`config.mk`:
```
export PLATFORM = sky130hd
export DESIGN_NAME = compass_heading_with_auto_calibration
export DESIGN_NICKNAME = d
export VERILOG_FILES = /design/src/chc_pkg.sv /design/src/chc_scale.sv /design/src/chc_cordic.sv /design/src/compass_heading_with_auto_calibration.sv
export SDC_FILE = /design/constraint.sdc
export NUM_CORES = 2
export LEC_CHECK = 0
export BUFFER_PORTS_ARGS = -buffer_cell sky130_fd_sc_hd__buf_2
export CORE_MARGIN = 4
export CORE_UTILIZATION = 40
export DETAILED_ROUTE_END_ITERATION = 6
export PLACE_DENSITY = 0.53
export SYNTH_ARGS = -nofsm -noshare
export SYNTH_HDL_FRONTEND = slang
export SYNTH_SLANG_ARGS = --single-unit
export TNS_END_PERCENT = 100
```
`constraint.sdc`:
```
create_clock -name clk -period 21.2 [get_ports clk]
set_input_delay 4.24 -clock clk [delete_from_list [all_inputs] [get_ports clk]]
set_output_delay 4.24 -clock clk [all_outputs]
set_load 0.01 [all_outputs]
```
`src/chc_pkg.sv`:
```
`timescale 1ns / 1ps

package chc_pkg;

    localparam int PRESCALE   = 24;
    localparam int ANGLE_FRAC = 16;
    localparam int ACC_W      = 29;
    localparam int SPAN_W     = 20;
    localparam int HEAD_W     = 12;
    localparam int CNT_W      = 3;

    localparam logic [CNT_W-1:0] SEEN_FULL = 3'd4;
    localparam logic [SPAN_W-1:0] SPAN_RESET = 20'd16;
    localparam logic signed [ACC_W-1:0] HALF_TURN = 29'sd117964800;
    localparam logic signed [ACC_W-1:0] FULL_TURN = 29'sd235929600;

    typedef enum logic [2:0] {
        S_IDLE,
        S_PREP,
        S_SCALE,
        S_CORDIC,
        S_HOLD
    } top_state_t;

    typedef enum logic [1:0] {
        L_IDLE,
        L_MUL,
        L_DIV
    } lane_state_t;

    typedef enum logic [1:0] {
        C_IDLE,
        C_ITER,
        C_WRAP
    } cordic_state_t;

    // atan(2^-i) in 2^-16 tenth-degree units
    function automatic logic [ACC_W-1:0] atan_at(input logic [4:0] idx);
        logic [ACC_W-1:0] r;
        begin
            case (idx)
                5'd0:    r = 29'd29491200;
                5'd1:    r = 29'd17409672;
                5'd2:    r = 29'd9198793;
                5'd3:    r = 29'd4669451;
                5'd4:    r = 29'd2343786;
                5'd5:    r = 29'd1173036;
                5'd6:    r = 29'd586661;
                5'd7:    r = 29'd293348;
                5'd8:    r = 29'd146676;
                5'd9:    r = 29'd73339;
                5'd10:   r = 29'd36669;
                5'd11:   r = 29'd18335;
                5'd12:   r = 29'd9167;
                5'd13:   r = 29'd4584;
                5'd14:   r = 29'd2292;
                5'd15:   r = 29'd1146;
                5'd16:   r = 29'd573;
                5'd17:   r = 29'd286;
                5'd18:   r = 29'd143;
                5'd19:   r = 29'd72;
                5'd20:   r = 29'd36;
                5'd21:   r = 29'd18;
                5'd22:   r = 29'd9;
                5'd23:   r = 29'd4;
                default: r = '0;
            endcase
            return r;
        end
    endfunction

endpackage

```
`src/chc_scale.sv`:
```
`timescale 1ns / 1ps

module chc_scale #(
    parameter int SAMPLE_BITS = 20
) (
    input  logic                          clk,
    input  logic                          rst_n,
    input  logic                          start,
    input  logic signed [SAMPLE_BITS+1:0] num,
    input  logic        [SAMPLE_BITS:0]   mul,
    input  logic        [SAMPLE_BITS-1:0] den,
    output logic                          done,
    output logic signed [SAMPLE_BITS+1:0] quo
);
    import chc_pkg::*;

    localparam int N  = SAMPLE_BITS;
    localparam int PW = 2 * N + 2;
    localparam int CW = $clog2(PW + 1);
    localparam logic [CW-1:0] MUL_LAST = CW'(N);
    localparam logic [CW-1:0] DIV_LAST = CW'(PW - 1);

    lane_state_t state_reg, state_next;
    logic [CW-1:0] cnt_reg, cnt_next;
    logic [N:0] mag_reg, mag_next;
    logic [N:0] mul_reg, mul_next;
    logic [N-1:0] den_reg, den_next;
    logic neg_reg, neg_next;
    logic [PW-1:0] acc_reg, acc_next;
    logic [N-1:0] rem_reg, rem_next;
    logic done_reg, done_next;
    logic signed [N+1:0] quo_reg, quo_next;
    logic [N:0] trial;
    logic ge;
    logic signed [N+1:0] num_abs;

    assign trial   = {rem_reg, acc_reg[PW-1]};
    assign ge      = trial >= {1'b0, den_reg};
    assign num_abs = num[N+1] ? -num : num;

    always_comb
    begin
        state_next = state_reg;
        case (state_reg)
            L_IDLE:  if (start) state_next = L_MUL;
            L_MUL:   if (cnt_reg == MUL_LAST) state_next = L_DIV;
            L_DIV:   if (cnt_reg == DIV_LAST) state_next = L_IDLE;
            default: state_next = L_IDLE;
        endcase
    end

    always_comb
    begin
        cnt_next  = cnt_reg;
        mag_next  = mag_reg;
        mul_next  = mul_reg;
        den_next  = den_reg;
        neg_next  = neg_reg;
        acc_next  = acc_reg;
        rem_next  = rem_reg;
        done_next = 1'b0;
        quo_next  = quo_reg;
        case (state_reg)
            L_IDLE:
            begin
                if (start)
                begin
                    mag_next = num_abs[N:0];
                    neg_next = num[N+1];
                    mul_next = mul;
                    den_next = den;
                    acc_next = '0;
                    rem_next = '0;
                    cnt_next = '0;
                end
            end
            L_MUL:
            begin
                // shift-add, multiplier msb first
                acc_next = (acc_reg << 1) + (mul_reg[N] ? PW'(mag_reg) : '0);
                mul_next = mul_reg << 1;
                cnt_next = (cnt_reg == MUL_LAST) ? '0 : cnt_reg + 1'b1;
            end
            L_DIV:
            begin
                // restoring division, quotient bits shift in at the bottom
                rem_next = ge ? N'(trial - {1'b0, den_reg}) : trial[N-1:0];
                acc_next = {acc_reg[PW-2:0], ge};
                cnt_next = cnt_reg + 1'b1;
                if (cnt_reg == DIV_LAST)
                begin
                    done_next = 1'b1;
                    quo_next  = neg_reg ? -$signed(acc_next[N+1:0])
                                        : $signed(acc_next[N+1:0]);
                end
            end
            default:
            begin
                cnt_next = '0;
            end
        endcase
    end

    always_ff @(posedge clk or negedge rst_n)
    begin
        if (!rst_n)
        begin
            state_reg <= L_IDLE;
            cnt_reg   <= '0;
            done_reg  <= 1'b0;
        end
        else
        begin
            state_reg <= state_next;
            cnt_reg   <= cnt_next;
            done_reg  <= done_next;
        end
    end

    always_ff @(posedge clk)
    begin
        mag_reg <= mag_next;
        mul_reg <= mul_next;
        den_reg <= den_next;
        neg_reg <= neg_next;
        acc_reg <= acc_next;
        rem_reg <= rem_next;
        quo_reg <= quo_next;
    end

    assign done = done_reg;
    assign quo  = quo_reg;

endmodule

```
`src/chc_cordic.sv`:
```
`timescale 1ns / 1ps

module chc_cordic #(
    parameter int SAMPLE_BITS  = 20,
    parameter int CORDIC_STEPS = 16
) (
    input  logic                          clk,
    input  logic                          rst_n,
    input  logic                          start,
    input  logic signed [SAMPLE_BITS+1:0] xc,
    input  logic signed [SAMPLE_BITS+1:0] yc,
    output logic                          done,
    output logic [chc_pkg::HEAD_W-1:0]    heading
);
    import chc_pkg::*;

    localparam int W  = SAMPLE_BITS + 28;
    localparam int IW = $clog2(CORDIC_STEPS + 1);
    localparam logic [IW-1:0] LAST = IW'(CORDIC_STEPS - 1);

    cordic_state_t state_reg, state_next;
    logic [IW-1:0] idx_reg, idx_next;
    logic signed [W-1:0] u_reg, u_next, v_reg, v_next;
    logic signed [ACC_W-1:0] acc_reg, acc_next;
    logic [HEAD_W-1:0] head_reg, head_next;
    logic done_reg, done_next;
    logic signed [W-1:0] u0, v0, du, dv;
    logic signed [ACC_W-1:0] step_angle, wrapped;
    logic is_zero;

    assign u0 = W'(xc) <<< PRESCALE;
    assign v0 = -(W'(yc) <<< PRESCALE);
    assign du = v_reg >>> idx_reg;
    assign dv = u_reg >>> idx_reg;
    assign step_angle = $signed(atan_at(5'(idx_reg)));
    assign is_zero = (xc == '0) && (yc == '0);

    always_comb
    begin
        if (acc_reg < 0)
            wrapped = acc_reg + FULL_TURN;
        else if (acc_reg >= FULL_TURN)
            wrapped = acc_reg - FULL_TURN;
        else
            wrapped = acc_reg;
    end

    always_comb
    begin
        state_next = state_reg;
        case (state_reg)
            C_IDLE:  if (start && !is_zero) state_next = C_ITER;
            C_ITER:  if (idx_reg == LAST) state_next = C_WRAP;
            C_WRAP:  state_next = C_IDLE;
            default: state_next = C_IDLE;
        endcase
    end

    always_comb
    begin
        idx_next  = idx_reg;
        u_next    = u_reg;
        v_next    = v_reg;
        acc_next  = acc_reg;
        head_next = head_reg;
        done_next = 1'b0;
        case (state_reg)
            C_IDLE:
            begin
                if (start)
                begin
                    idx_next = '0;
                    if (is_zero)
                    begin
                        head_next = '0;
                        done_next = 1'b1;
                    end
                    else if (u0 < 0)
                    begin
                        // left half plane: rotate by half a turn first
                        u_next   = -u0;
                        v_next   = -v0;
                        acc_next = HALF_TURN;
                    end
                    else
                    begin
                        u_next   = u0;
                        v_next   = v0;
                        acc_next = '0;
                    end
                end
            end
            C_ITER:
            begin
                if (v_reg >= 0)
                begin
                    u_next   = u_reg + du;
                    v_next   = v_reg - dv;
                    acc_next = acc_reg + step_angle;
                end
                else
                begin
                    u_next   = u_reg - du;
                    v_next   = v_reg + dv;
                    acc_next = acc_reg - step_angle;
                end
                idx_next = idx_reg + 1'b1;
            end
            C_WRAP:
            begin
                head_next = wrapped[ANGLE_FRAC+HEAD_W-1:ANGLE_FRAC];
                done_next = 1'b1;
            end
            default:
            begin
                idx_next = '0;
            end
        endcase
    end

    always_ff @(posedge clk or negedge rst_n)
    begin
        if (!rst_n)
        begin
            state_reg <= C_IDLE;
            idx_reg   <= '0;
            done_reg  <= 1'b0;
        end
        else
        begin
            state_reg <= state_next;
            idx_reg   <= idx_next;
            done_reg  <= done_next;
        end
    end

    always_ff @(posedge clk)
    begin
        u_reg    <= u_next;
        v_reg    <= v_next;
        acc_reg  <= acc_next;
        head_reg <= head_next;
    end

    assign done    = done_reg;
    assign heading = head_reg;

endmodule

```
`src/compass_heading_with_auto_calibration.sv`:
```
`timescale 1ns / 1ps

// compass heading with min/max auto calibration
// input channel: in_valid/in_stall carries x_sample, y_sample, clear_first;
// a word is taken when in_valid is high and in_stall is low
// output channel: out_valid/out_stall carries heading_tenths and corrected,
// one word per input word, in order
// config channel: cfg_valid/cfg_ready writes min_span, always ready;
// write it only while no word is in flight
// one word is worked on at a time; in_stall is high from acceptance until
// the result is parked in the output register
// with correction: the bit-serial multiply lanes, then the bit-serial divide
// lanes, x and y in parallel, then one cordic iteration per cycle
// without correction: straight from the prep step to the cordic iterations
// a zero vector skips the cordic iterations
// the output register holds the result while out_stall is high; the next
// word may be accepted meanwhile and waits before its own result is loaded
// reset: min/max tracking cleared, sample count zero, min_span = 16

module compass_heading_with_auto_calibration #(
    parameter int SAMPLE_BITS  = 20,
    parameter int CORDIC_STEPS = 16
) (
    input  logic                             clk,
    input  logic                             rst_n,
    input  logic                             in_valid,
    output logic                             in_stall,
    input  logic signed [SAMPLE_BITS-1:0]    x_sample,
    input  logic signed [SAMPLE_BITS-1:0]    y_sample,
    input  logic                             clear_first,
    output logic                             out_valid,
    input  logic                             out_stall,
    output logic [chc_pkg::HEAD_W-1:0]       heading_tenths,
    output logic                             corrected,
    input  logic                             cfg_valid,
    output logic                             cfg_ready,
    input  logic [chc_pkg::SPAN_W-1:0]       min_span
);
    import chc_pkg::*;

    localparam int N = SAMPLE_BITS;
    localparam logic signed [N-1:0] S_MAX = {1'b0, {(N-1){1'b1}}};
    localparam logic signed [N-1:0] S_MIN = {1'b1, {(N-1){1'b0}}};

    top_state_t state_reg, state_next;
    logic signed [N-1:0] lx_reg, lx_next, gx_reg, gx_next;
    logic signed [N-1:0] ly_reg, ly_next, gy_reg, gy_next;
    logic [CNT_W-1:0] cnt_reg, cnt_next;
    logic [SPAN_W-1:0] span_reg;
    logic signed [N-1:0] x_reg, y_reg;
    logic corr_reg, corr_next;
    logic out_valid_reg;
    logic [HEAD_W-1:0] head_out_reg;
    logic corr_out_reg;

    logic accept, load_out;
    logic signed [N-1:0] lx_b, gx_b, ly_b, gy_b;
    logic [CNT_W-1:0] cnt_b;
    logic signed [N:0] sx_w, sy_w;
    logic [N-1:0] sx, sy;
    logic [N:0] s_sum;
    logic signed [N+1:0] nx, ny;
    logic do_corr;
    logic scale_start, cordic_start;
    logic x_done, y_done, cordic_done;
    logic signed [N+1:0] xq, yq, cx, cy;
    logic [HEAD_W-1:0] heading;

    assign accept    = in_valid && !in_stall;
    assign in_stall  = state_reg != S_IDLE;
    assign cfg_ready = 1'b1;
    assign load_out  = (state_reg == S_HOLD) && (!out_valid_reg || !out_stall);

    // running min/max after this sample
    always_comb
    begin
        lx_b  = clear_first ? S_MAX : lx_reg;
        gx_b  = clear_first ? S_MIN : gx_reg;
        ly_b  = clear_first ? S_MAX : ly_reg;
        gy_b  = clear_first ? S_MIN : gy_reg;
        cnt_b = clear_first ? '0 : cnt_reg;
        lx_next  = (x_sample < lx_b) ? x_sample : lx_b;
        gx_next  = (x_sample > gx_b) ? x_sample : gx_b;
        ly_next  = (y_sample < ly_b) ? y_sample : ly_b;
        gy_next  = (y_sample > gy_b) ? y_sample : gy_b;
        cnt_next = (cnt_b < SEEN_FULL) ? cnt_b + 1'b1 : cnt_b;
    end

    assign sx_w  = (N+1)'(gx_reg) - (N+1)'(lx_reg);
    assign sy_w  = (N+1)'(gy_reg) - (N+1)'(ly_reg);
    assign sx    = sx_w[N-1:0];
    assign sy    = sy_w[N-1:0];
    assign s_sum = {1'b0, sx} + {1'b0, sy};
    assign nx    = ((N+2)'(x_reg) <<< 1) - (N+2)'(gx_reg) - (N+2)'(lx_reg);
    assign ny    = ((N+2)'(y_reg) <<< 1) - (N+2)'(gy_reg) - (N+2)'(ly_reg);
    assign do_corr = (cnt_reg >= SEEN_FULL)
                  && ({{(32-N){1'b0}}, sx} > {{(32-SPAN_W){1'b0}}, span_reg})
                  && ({{(32-N){1'b0}}, sy} > {{(32-SPAN_W){1'b0}}, span_reg});

    always_comb
    begin
        state_next = state_reg;
        case (state_reg)
            S_IDLE:   if (accept) state_next = S_PREP;
            S_PREP:   state_next = do_corr ? S_SCALE : S_CORDIC;
            S_SCALE:  if (x_done && y_done) state_next = S_CORDIC;
            S_CORDIC: if (cordic_done) state_next = S_HOLD;
            S_HOLD:   if (load_out) state_next = S_IDLE;
            default:  state_next = S_IDLE;
        endcase
    end

    always_comb
    begin
        scale_start  = 1'b0;
        cordic_start = 1'b0;
        corr_next    = corr_reg;
        case (state_reg)
            S_PREP:
            begin
                corr_next    = do_corr;
                scale_start  = do_corr;
                cordic_start = !do_corr;
            end
            S_SCALE:
            begin
                cordic_start = x_done && y_done;
            end
            default:
            begin
                corr_next = corr_reg;
            end
        endcase
    end

    // cordic may start in the prep cycle, before corr_reg is loaded
    assign cx = corr_next ? xq : (N+2)'(x_reg);
    assign cy = corr_next ? yq : (N+2)'(y_reg);

    chc_scale #(.SAMPLE_BITS(N)) u_scale_x (
        .clk   (clk),
        .rst_n (rst_n),
        .start (scale_start),
        .num   (nx),
        .mul   (s_sum),
        .den   (sx),
        .done  (x_done),
        .quo   (xq)
    );

    chc_scale #(.SAMPLE_BITS(N)) u_scale_y (
        .clk   (clk),
        .rst_n (rst_n),
        .start (scale_start),
        .num   (ny),
        .mul   (s_sum),
        .den   (sy),
        .done  (y_done),
        .quo   (yq)
    );

    chc_cordic #(.SAMPLE_BITS(N), .CORDIC_STEPS(CORDIC_STEPS)) u_cordic (
        .clk     (clk),
        .rst_n   (rst_n),
        .start   (cordic_start),
        .xc      (cx),
        .yc      (cy),
        .done    (cordic_done),
        .heading (heading)
    );

    always_ff @(posedge clk or negedge rst_n)
    begin
        if (!rst_n)
        begin
            state_reg     <= S_IDLE;
            lx_reg        <= S_MAX;
            gx_reg        <= S_MIN;
            ly_reg        <= S_MAX;
            gy_reg        <= S_MIN;
            cnt_reg       <= '0;
            span_reg      <= SPAN_RESET;
            corr_reg      <= 1'b0;
            out_valid_reg <= 1'b0;
        end
        else
        begin
            state_reg <= state_next;
            corr_reg  <= corr_next;
            if (accept)
            begin
                lx_reg  <= lx_next;
                gx_reg  <= gx_next;
                ly_reg  <= ly_next;
                gy_reg  <= gy_next;
                cnt_reg <= cnt_next;
            end
            if (cfg_valid && cfg_ready)
                span_reg <= min_span;
            if (load_out)
                out_valid_reg <= 1'b1;
            else if (!out_stall)
                out_valid_reg <= 1'b0;
        end
    end

    always_ff @(posedge clk)
    begin
        if (accept)
        begin
            x_reg <= x_sample;
            y_reg <= y_sample;
        end
        if (load_out)
        begin
            head_out_reg <= heading;
            corr_out_reg <= corr_reg;
        end
    end

    assign out_valid      = out_valid_reg;
    assign heading_tenths = head_out_reg;
    assign corrected      = corr_out_reg;

endmodule
```
# Word level (Yosys, flattened, before mapping)
# Memory sizes are Yosys's and may differ from the RTL's.
# Cells that the tools add are included.
[totals]
reg_bits = 618
romBits = 800
inputBits = 66
word_cells = 248
n_memories = 1
[classes]
add_sub_neg = 30
magnitude_cmp = 14
n_eq_ne = 31
shifts = 2
mux = 84
n_bitwise = 1
n_reduce_logical = 45
[mem_list]
columns = ["memory", "words", "width", "read_ports", "rd_clocked_by_memory_dff", "write_ports", "line_no", "text"]
rows = [
  ["(no name shown)", 32, 25, 1, 0, 0, "chc_pkg.sv:41", "case (idx)"],
]
[ops]
columns = ["operator", "count"]
rows = [
  ["48-bit two-way mux", 8],
  ["42-bit one-hot mux with 3 select lines", 2],
  ["20-bit two-way mux", 11],
  ["48-bit one-hot mux with 2 select lines", 2],
  ["21-bit two-way mux", 5],
  ["48-bit adder", 2],
  ["46-bit negation with 48-bit output", 2],
  ["48-bit by 5-bit >>> shifter with 48-bit output", 2],
  ["48-bit subtractor", 2],
  ["22-bit two-way mux", 4],
  ["29-bit two-way mux", 3],
  ["42-bit adder", 2],
  ["21-bit one-hot mux with 2 select lines", 2],
  ["20-bit greater-than comparator", 4],
  ["20-bit one-hot mux with 2 select lines", 2],
  ["20-bit subtractor", 4],
  ["29-bit one-hot mux with 2 select lines", 1],
  ["28-bit two-way mux", 2],
  ["48-bit by 1-bit >= comparator with 1-bit output, second input constant", 1],
  ["48-bit negation", 1],
  ["46-bit by 1-bit < comparator with 1-bit output, second input constant", 1],
  ["22-bit logical NOT", 2],
  ["22-bit negation", 2],
  ["21-bit by 20-bit subtractor with 22-bit output", 2],
  ["52 further kinds", 138],
]

# Depth between registers and ports, before layout
[depth]
ltp_word = 12
ltp_mapped = 44
mapped_depth_nobuf = 37

# Hierarchy
# From an unflattened synthesis, not the netlist that was laid out.
[unflattened]
cells_unflattened = 6601
hier_area_um2 = 59953.8
[by_module_without_submodules]
columns = ["mod", "instances", "cells_per_inst", "area_per_inst_um2", "seq_area_each_um2"]
rows = [
  ["chc_cordic", 1, 2930, 24133.1, 4314.1],
  ["chc_scale", 2, 935, 9666.8, 4639.4],
  ["compass_heading_with_auto_calibration", 1, 1801, 16487.1, 4345.4],
]

# Worst setup path after synthesis
# No wires, ideal clock.
[synth_timing]
path_kind = "flip-flop to flip-flop"
start = "reg lx_reg[1]"
end = "reg u_cordic.acc_reg[0], enable pin"
setup_time_ns = 0.610
arrival_time_ns = 12.661
slack_ns = 7.929
path_stages_with_launch = 38
path_buffers = 7
synth_period_minus_slack_ns = 13.271
path_cell_list = "dfstp_2 -> inv_1 -> ha_1 -> nor2b_1 -> o21bai_1 -> a21oi_1 -> o21ai_0 -> a2111oi_0 -> o31ai_1 -> a211oi_1 -> nor2_1 -> a221o_1 -> o21ba_2 -> o21bai_1 -> xnor2_1 -> ha_1 -> nand4_1 -> nor4bb_1 -> [2 not listed] -> o41a_1 -> clkbuf_1 -> inv_2 -> buf_2 -> buf_2 -> buf_1 -> clkbuf_1 -> mux2i_1 -> ha_1 -> clkbuf_1 -> or4b_2 -> clkbuf_1 -> nor4_1 -> nand2_1 -> o41ai_1 -> nand3_1 -> nor3_1 -> nor2_1"
[synth_between]
elab_chain_cells = 10
elab_cells_between_ends = 15
[synth_rtl]
columns = ["item", "line_no", "text"]
rows = [
  ["start, declared", "compass_heading_with_auto_calibration.sv:46", "logic signed [N-1:0] lx_reg, lx_next, gx_reg, gx_next;"],
  ["start signal, assigned", "compass_heading_with_auto_calibration.sv:192", "lx_reg <= lx_next;"],
  ["20-bit subtractor *", "compass_heading_with_auto_calibration.sv:89", "assign sx_w = (N+1)'(gx_reg) - (N+1)'(lx_reg);"],
  ["named net sx_w[19]", "compass_heading_with_auto_calibration.sv:59", "logic signed [N:0] sx_w, sy_w;"],
  ["20-bit greater-than comparator *", "compass_heading_with_auto_calibration.sv:97", "&& ({{(32-N){1'b0}}, sx} > {{(32-SPAN_W){1'b0}}, span_reg})"],
  ["1-bit logical AND *", "compass_heading_with_auto_calibration.sv:97", ""],
  ["1-bit logical AND *", "compass_heading_with_auto_calibration.sv:98", "&& ({{(32-N){1'b0}}, sy} > {{(32-SPAN_W){1'b0}}, span_reg});"],
  ["1-bit two-way mux *", "compass_heading_with_auto_calibration.sv:118", "case (state_reg)"],
  ["named net corr_next", "compass_heading_with_auto_calibration.sv:51", "logic corr_reg, corr_next;"],
  ["22-bit two-way mux, on equally long branches", "compass_heading_with_auto_calibration.sv:137, compass_heading_with_auto_calibration.sv:138", ""],
  ["22-bit logical NOT", "chc_cordic.sv:36", "assign is_zero = (xc == '0) && (yc == '0);"],
  ["1-bit logical AND *", "chc_cordic.sv:36", ""],
  ["2-bit inequality test (no source line) *", "-", ""],
  ["3-bit AND reduction (no source line) *", "-", ""],
  ["end signal, assigned", "chc_cordic.sv:141", "acc_reg <= acc_next;"],
  ["end, declared", "chc_cordic.sv:24", "logic signed [ACC_W-1:0] acc_reg, acc_next;"],
]
# Mark *: on every way through the listed nets, which the timed path passes. The rest lies on a longest branch.
# A chain may end at the register's enable or synchronous reset.

# Worst setup path after layout
[layout_timing]
start = "reg ly_reg[1]"
end = "reg u_cordic.u_reg[18], enable pin"
[layout_between]
elab_chain_cells = 9
elab_cells_between_ends = 14
[layout_rtl]
columns = ["item", "line_no", "text"]
rows = [
  ["start, declared", "compass_heading_with_auto_calibration.sv:47", "logic signed [N-1:0] ly_reg, ly_next, gy_reg, gy_next;"],
  ["start signal, assigned", "compass_heading_with_auto_calibration.sv:194", "ly_reg <= ly_next;"],
  ["20-bit subtractor *", "compass_heading_with_auto_calibration.sv:90", "assign sy_w = (N+1)'(gy_reg) - (N+1)'(ly_reg);"],
  ["named net sy_w[19]", "compass_heading_with_auto_calibration.sv:59", ""],
  ["20-bit greater-than comparator *", "compass_heading_with_auto_calibration.sv:98", ""],
  ["1-bit logical AND *", "compass_heading_with_auto_calibration.sv:98", ""],
  ["1-bit two-way mux", "compass_heading_with_auto_calibration.sv:118", ""],
  ["22-bit two-way mux, on equally long branches", "compass_heading_with_auto_calibration.sv:137, compass_heading_with_auto_calibration.sv:138", ""],
  ["22-bit logical NOT", "chc_cordic.sv:36", ""],
  ["1-bit logical AND", "chc_cordic.sv:36", ""],
  ["2-bit inequality test (no source line)", "-", ""],
  ["3-bit AND reduction (no source line) *", "-", ""],
  ["end signal, assigned", "chc_cordic.sv:139", "u_reg <= u_next;"],
  ["end, declared", "chc_cordic.sv:23", "logic signed [W-1:0] u_reg, u_next, v_reg, v_next;"],
]
# Marked as above.

==> run_summary.xml <==
<?xml version="1.0" encoding="UTF-8"?>
<metrics>
  <group name="sta">
    <metric name="final.period_utilization" unit="%">56.9</metric>
    <metric name="fin_tns_setup" unit="ns">0</metric>
    <metric name="grt_setup_unrepaired" unit="">no</metric>
    <metric name="timing.final.max_slew_violations" unit="">0</metric>
    <metric name="holdWs" unit="ns">0.417</metric>
    <metric name="slew-limit-headroom" unit="%">22.9</metric>
    <metric name="max_clock_freq" unit="MHz">82.9</metric>
    <metric name="period_minus_slack" unit="ns">12.06</metric>
    <metric name="max_slew.worst_pin.slew" unit="ns">1.16</metric>
    <metric name="finalSetupViolCount" unit="">0</metric>
    <metric name="clock_skew" unit="ns">0.0324</metric>
    <metric name="report.final.hold_viol_count" unit="">0</metric>
  </group>
  <group name="worst_setup_path">
    <metric name="timing.critical_path.slowest_cell_delay" unit="ns">0.70</metric>
    <metric name="worstSetupEndpointType" unit="">register</metric>
    <metric name="required" unit="ns">21.51</metric>
    <metric name="worstSetupStartpoint" unit="">ly_reg[1]</metric>
    <metric name="arrival" unit="ns">12.37</metric>
    <metric name="crit_type" unit="">register to register</metric>
    <metric name="crit_path_top_delay_cell" unit="">sky130_fd_sc_hd__or4b_2</metric>
    <metric name="timing.rr.start" unit="">ly_reg[1]</metric>
    <metric name="worst_path_most_repeated_cell" unit="">sky130_fd_sc_hd__buf_4</metric>
    <metric name="worstSetupStartpointType" unit="">register</metric>
    <metric name="crit_fanout" unit="">56</metric>
    <metric name="critical_path.top_delay_family" unit="">compound AO/OA/AOI/OAI gates</metric>
    <metric name="cp_bufs_invs" unit="">6</metric>
  </group>
  <group name="drt">
    <metric name="post_drt_wl_per_cell" unit="µm">21.0</metric>
    <metric name="detailedRoute.firstIterationViolations" unit="">3687</metric>
    <metric name="detailroute.via_count" unit="">45700</metric>
    <metric name="route.detailed.vias_per_inst" unit="">5.72</metric>
    <metric name="drt.antenna.violating_nets" unit="">0</metric>
    <metric name="detailed_route_wire_length" unit="mm">168</metric>
    <metric name="drt_pre_antenna_iters" unit="">5</metric>
    <metric name="drc" unit="">0</metric>
  </group>
  <group name="grt">
    <metric name="antenna_found_initial" unit="">6</metric>
    <metric name="grt_start_max_net_pins" unit="">72</metric>
    <metric name="grt_pass1_wl" unit="mm">261</metric>
    <metric name="first_global_vias" unit="">44000</metric>
    <metric name="grt_overflow" unit="">0</metric>
    <metric name="gr-usage-all-layers" unit="%">22.4</metric>
  </group>
  <group name="cts">
    <metric name="cts_buffer_depth" unit="">3</metric>
    <metric name="cts_tree" unit="">done</metric>
    <metric name="clock_latency" unit="ns">0.70</metric>
    <metric name="tritoncts_num_sinks" unit="">618</metric>
    <metric name="cts_setup_buffers" unit="">0</metric>
    <metric name="cts_hold_buf" unit="">0</metric>
    <metric name="clock_tree.root_cell" unit="">sky130_fd_sc_hd__clkbuf_16</metric>
    <metric name="cts_made_buffers" unit="">79</metric>
    <metric name="post_cts_resize_count" unit="">0</metric>
    <metric name="cts.reportedPaths.clkPinSlew" unit="ns">0.06</metric>
    <metric name="h_tree_levels" unit="">3</metric>
  </group>
  <group name="floorplan">
    <metric name="floorplan.core_area" unit="µm²">140000</metric>
    <metric name="top_level_ports" unit="">82</metric>
    <metric name="initial_utilization" unit="%">40.2</metric>
    <metric name="design.die.area" unit="µm²">146000</metric>
    <metric name="fp-row-count" unit="">137</metric>
    <metric name="die_height" unit="µm">383</metric>
    <metric name="width_of_the_chip" unit="µm">383</metric>
  </group>
  <group name="final_layout">
    <metric name="fin_nets" unit="">6679</metric>
    <metric name="synthToLayoutAreaGrowth" unit="%">8.78</metric>
    <metric name="most_frequent_cells_in_the_layout" unit="">601 x sky130_fd_sc_hd__nand2_1, 502 x sky130_fd_sc_hd__ha_1, 484 x sky130_fd_sc_hd__edfxtp_1</metric>
    <metric name="final_util" unit="%">43.8</metric>
    <metric name="instances_no_fill" unit="">8000</metric>
    <metric name="filler_cell_count" unit="">13700</metric>
    <metric name="commonest_non_fill_non_tap_cell_in_the_layout" unit="">sky130_fd_sc_hd__nand2_1</metric>
    <metric name="final_layout_size_suffix_gt1_share" unit="%">9.57</metric>
  </group>
  <group name="yosys">
    <metric name="yosysUniqueCellTypes" unit="">101</metric>
    <metric name="synth-edff-count" unit="">484</metric>
    <metric name="synth_fp_nets" unit="">6718</metric>
    <metric name="ys_ff_latch" unit="">618</metric>
    <metric name="ys_seq_area_share" unit="%">32.0</metric>
    <metric name="ys.flop_type" unit="">sky130_fd_sc_hd__edfxtp_1</metric>
    <metric name="synth_async_sr_flop_share" unit="%">21.7</metric>
    <metric name="syn-instance-count" unit="">6098</metric>
    <metric name="synthesis.yosys.warnings" unit="">0</metric>
    <metric name="avgSynthCellArea" unit="µm²">9.21</metric>
    <metric name="netlist_area" unit="µm²">56100</metric>
  </group>
  <group name="placement">
    <metric name="detailedPlacementHpwl" unit="mm">128</metric>
    <metric name="port_buffers" unit="">80</metric>
    <metric name="dp.cells" unit="">7854</metric>
    <metric name="place.gp.congestion" unit="">0.926</metric>
  </group>
  <group name="flow_run">
    <metric name="drv.max_cap_violation_count" unit="">0</metric>
  </group>
  <group name="min_path">
    <metric name="hold_path_startpoint" unit="">u_cordic.heading[0]</metric>
    <metric name="min-delay-path-class" unit="">register to register</metric>
  </group>
  <group name="run_status">
    <metric name="outcome" unit="">finished clean</metric>
  </group>
</metrics>
[per-stage QoR]
| step | setup WS, ns | instance area (µm²) |
|---|---|---|
| 2_1_floorplan | 7.93 | 56100 |
| 3_3_place_gp | 9.37 | 58300 |
| 3_5_place_dp | 9.09 | 58300 |
| 4_1_cts | 9.06 | 61100 |
| 5_1_grt | 8.23 | 61100 |
| 6_report | 9.14 | 61100 |
[final timing paths]
kind | cells after the start | slack [ns] | endpoint
max in group asynchronous | 2 | 16.22 | lx_reg[19]
worst min register to register | 0 | 0.42 | heading_tenths[0]
worst max-delay path | 34 | 9.14 | u_cordic.u_reg[18]
worst max register to register | 34 | 9.14 | u_cordic.u_reg[18]
min in group asynchronous | 1 | 3.57 | gy_reg[1]
worst min-delay path | 0 | 0.42 | heading_tenths[0]
[cell families after synthesis]
group           synth area share [%]
fa+ha+maj                       13.0
simple gates                    16.2
flops                           32.0
buf+inv                         4.12
mux                             8.35
xor+xnor                        7.92
other cells                  0.00668
compound gates                  18.4
[cell type report]
cell class	instances	area [µm²]	share of cell area, %
Tap cell	1876	2350	3.84
Multi-Input combinational cell	4894	36000	58.9
Clock buffer	111	2230	3.65
Inverter	332	1250	2.04
Antenna cell	1	2.50	0.00410
Sequential cell	618	18000	29.4
Clock inverter	34	508	0.832
Timing Repair Buffer	134	812	1.33
[synth_stat cells, drive strengths merged, types with 121 or more instances]
cell type | n | area [µm²]
a21o | 137 | 1030
a21oi | 394 | 1980
clkbuf | 171 | 642
edfxtp | 484 | 14500
ha | 504 | 6310
inv | 331 | 1240
mux2i | 121 | 1210
mux4 | 121 | 2730
nand2 | 602 | 2260
nand3 | 130 | 661
nor2 | 458 | 1720
nor3 | 121 | 637
o21ai | 474 | 2370
xnor2 | 304 | 2660
xor2 | 201 | 1760
[layer usage]
layer / up-vias / routed length, µm / global-route usage (%)
met1: 22200 / 78400 / 31.4
met4: 4 / 4120 / 5.67
met3: 207 / 7700 / 2.76
met2: 1067 / 77500 / 36.6
li1: 22300 / - / -
met5: - / 29 / 0
Power is not shown: default switching activity piles up to over one toggle a cycle in this logic, so the estimate is an artifact.
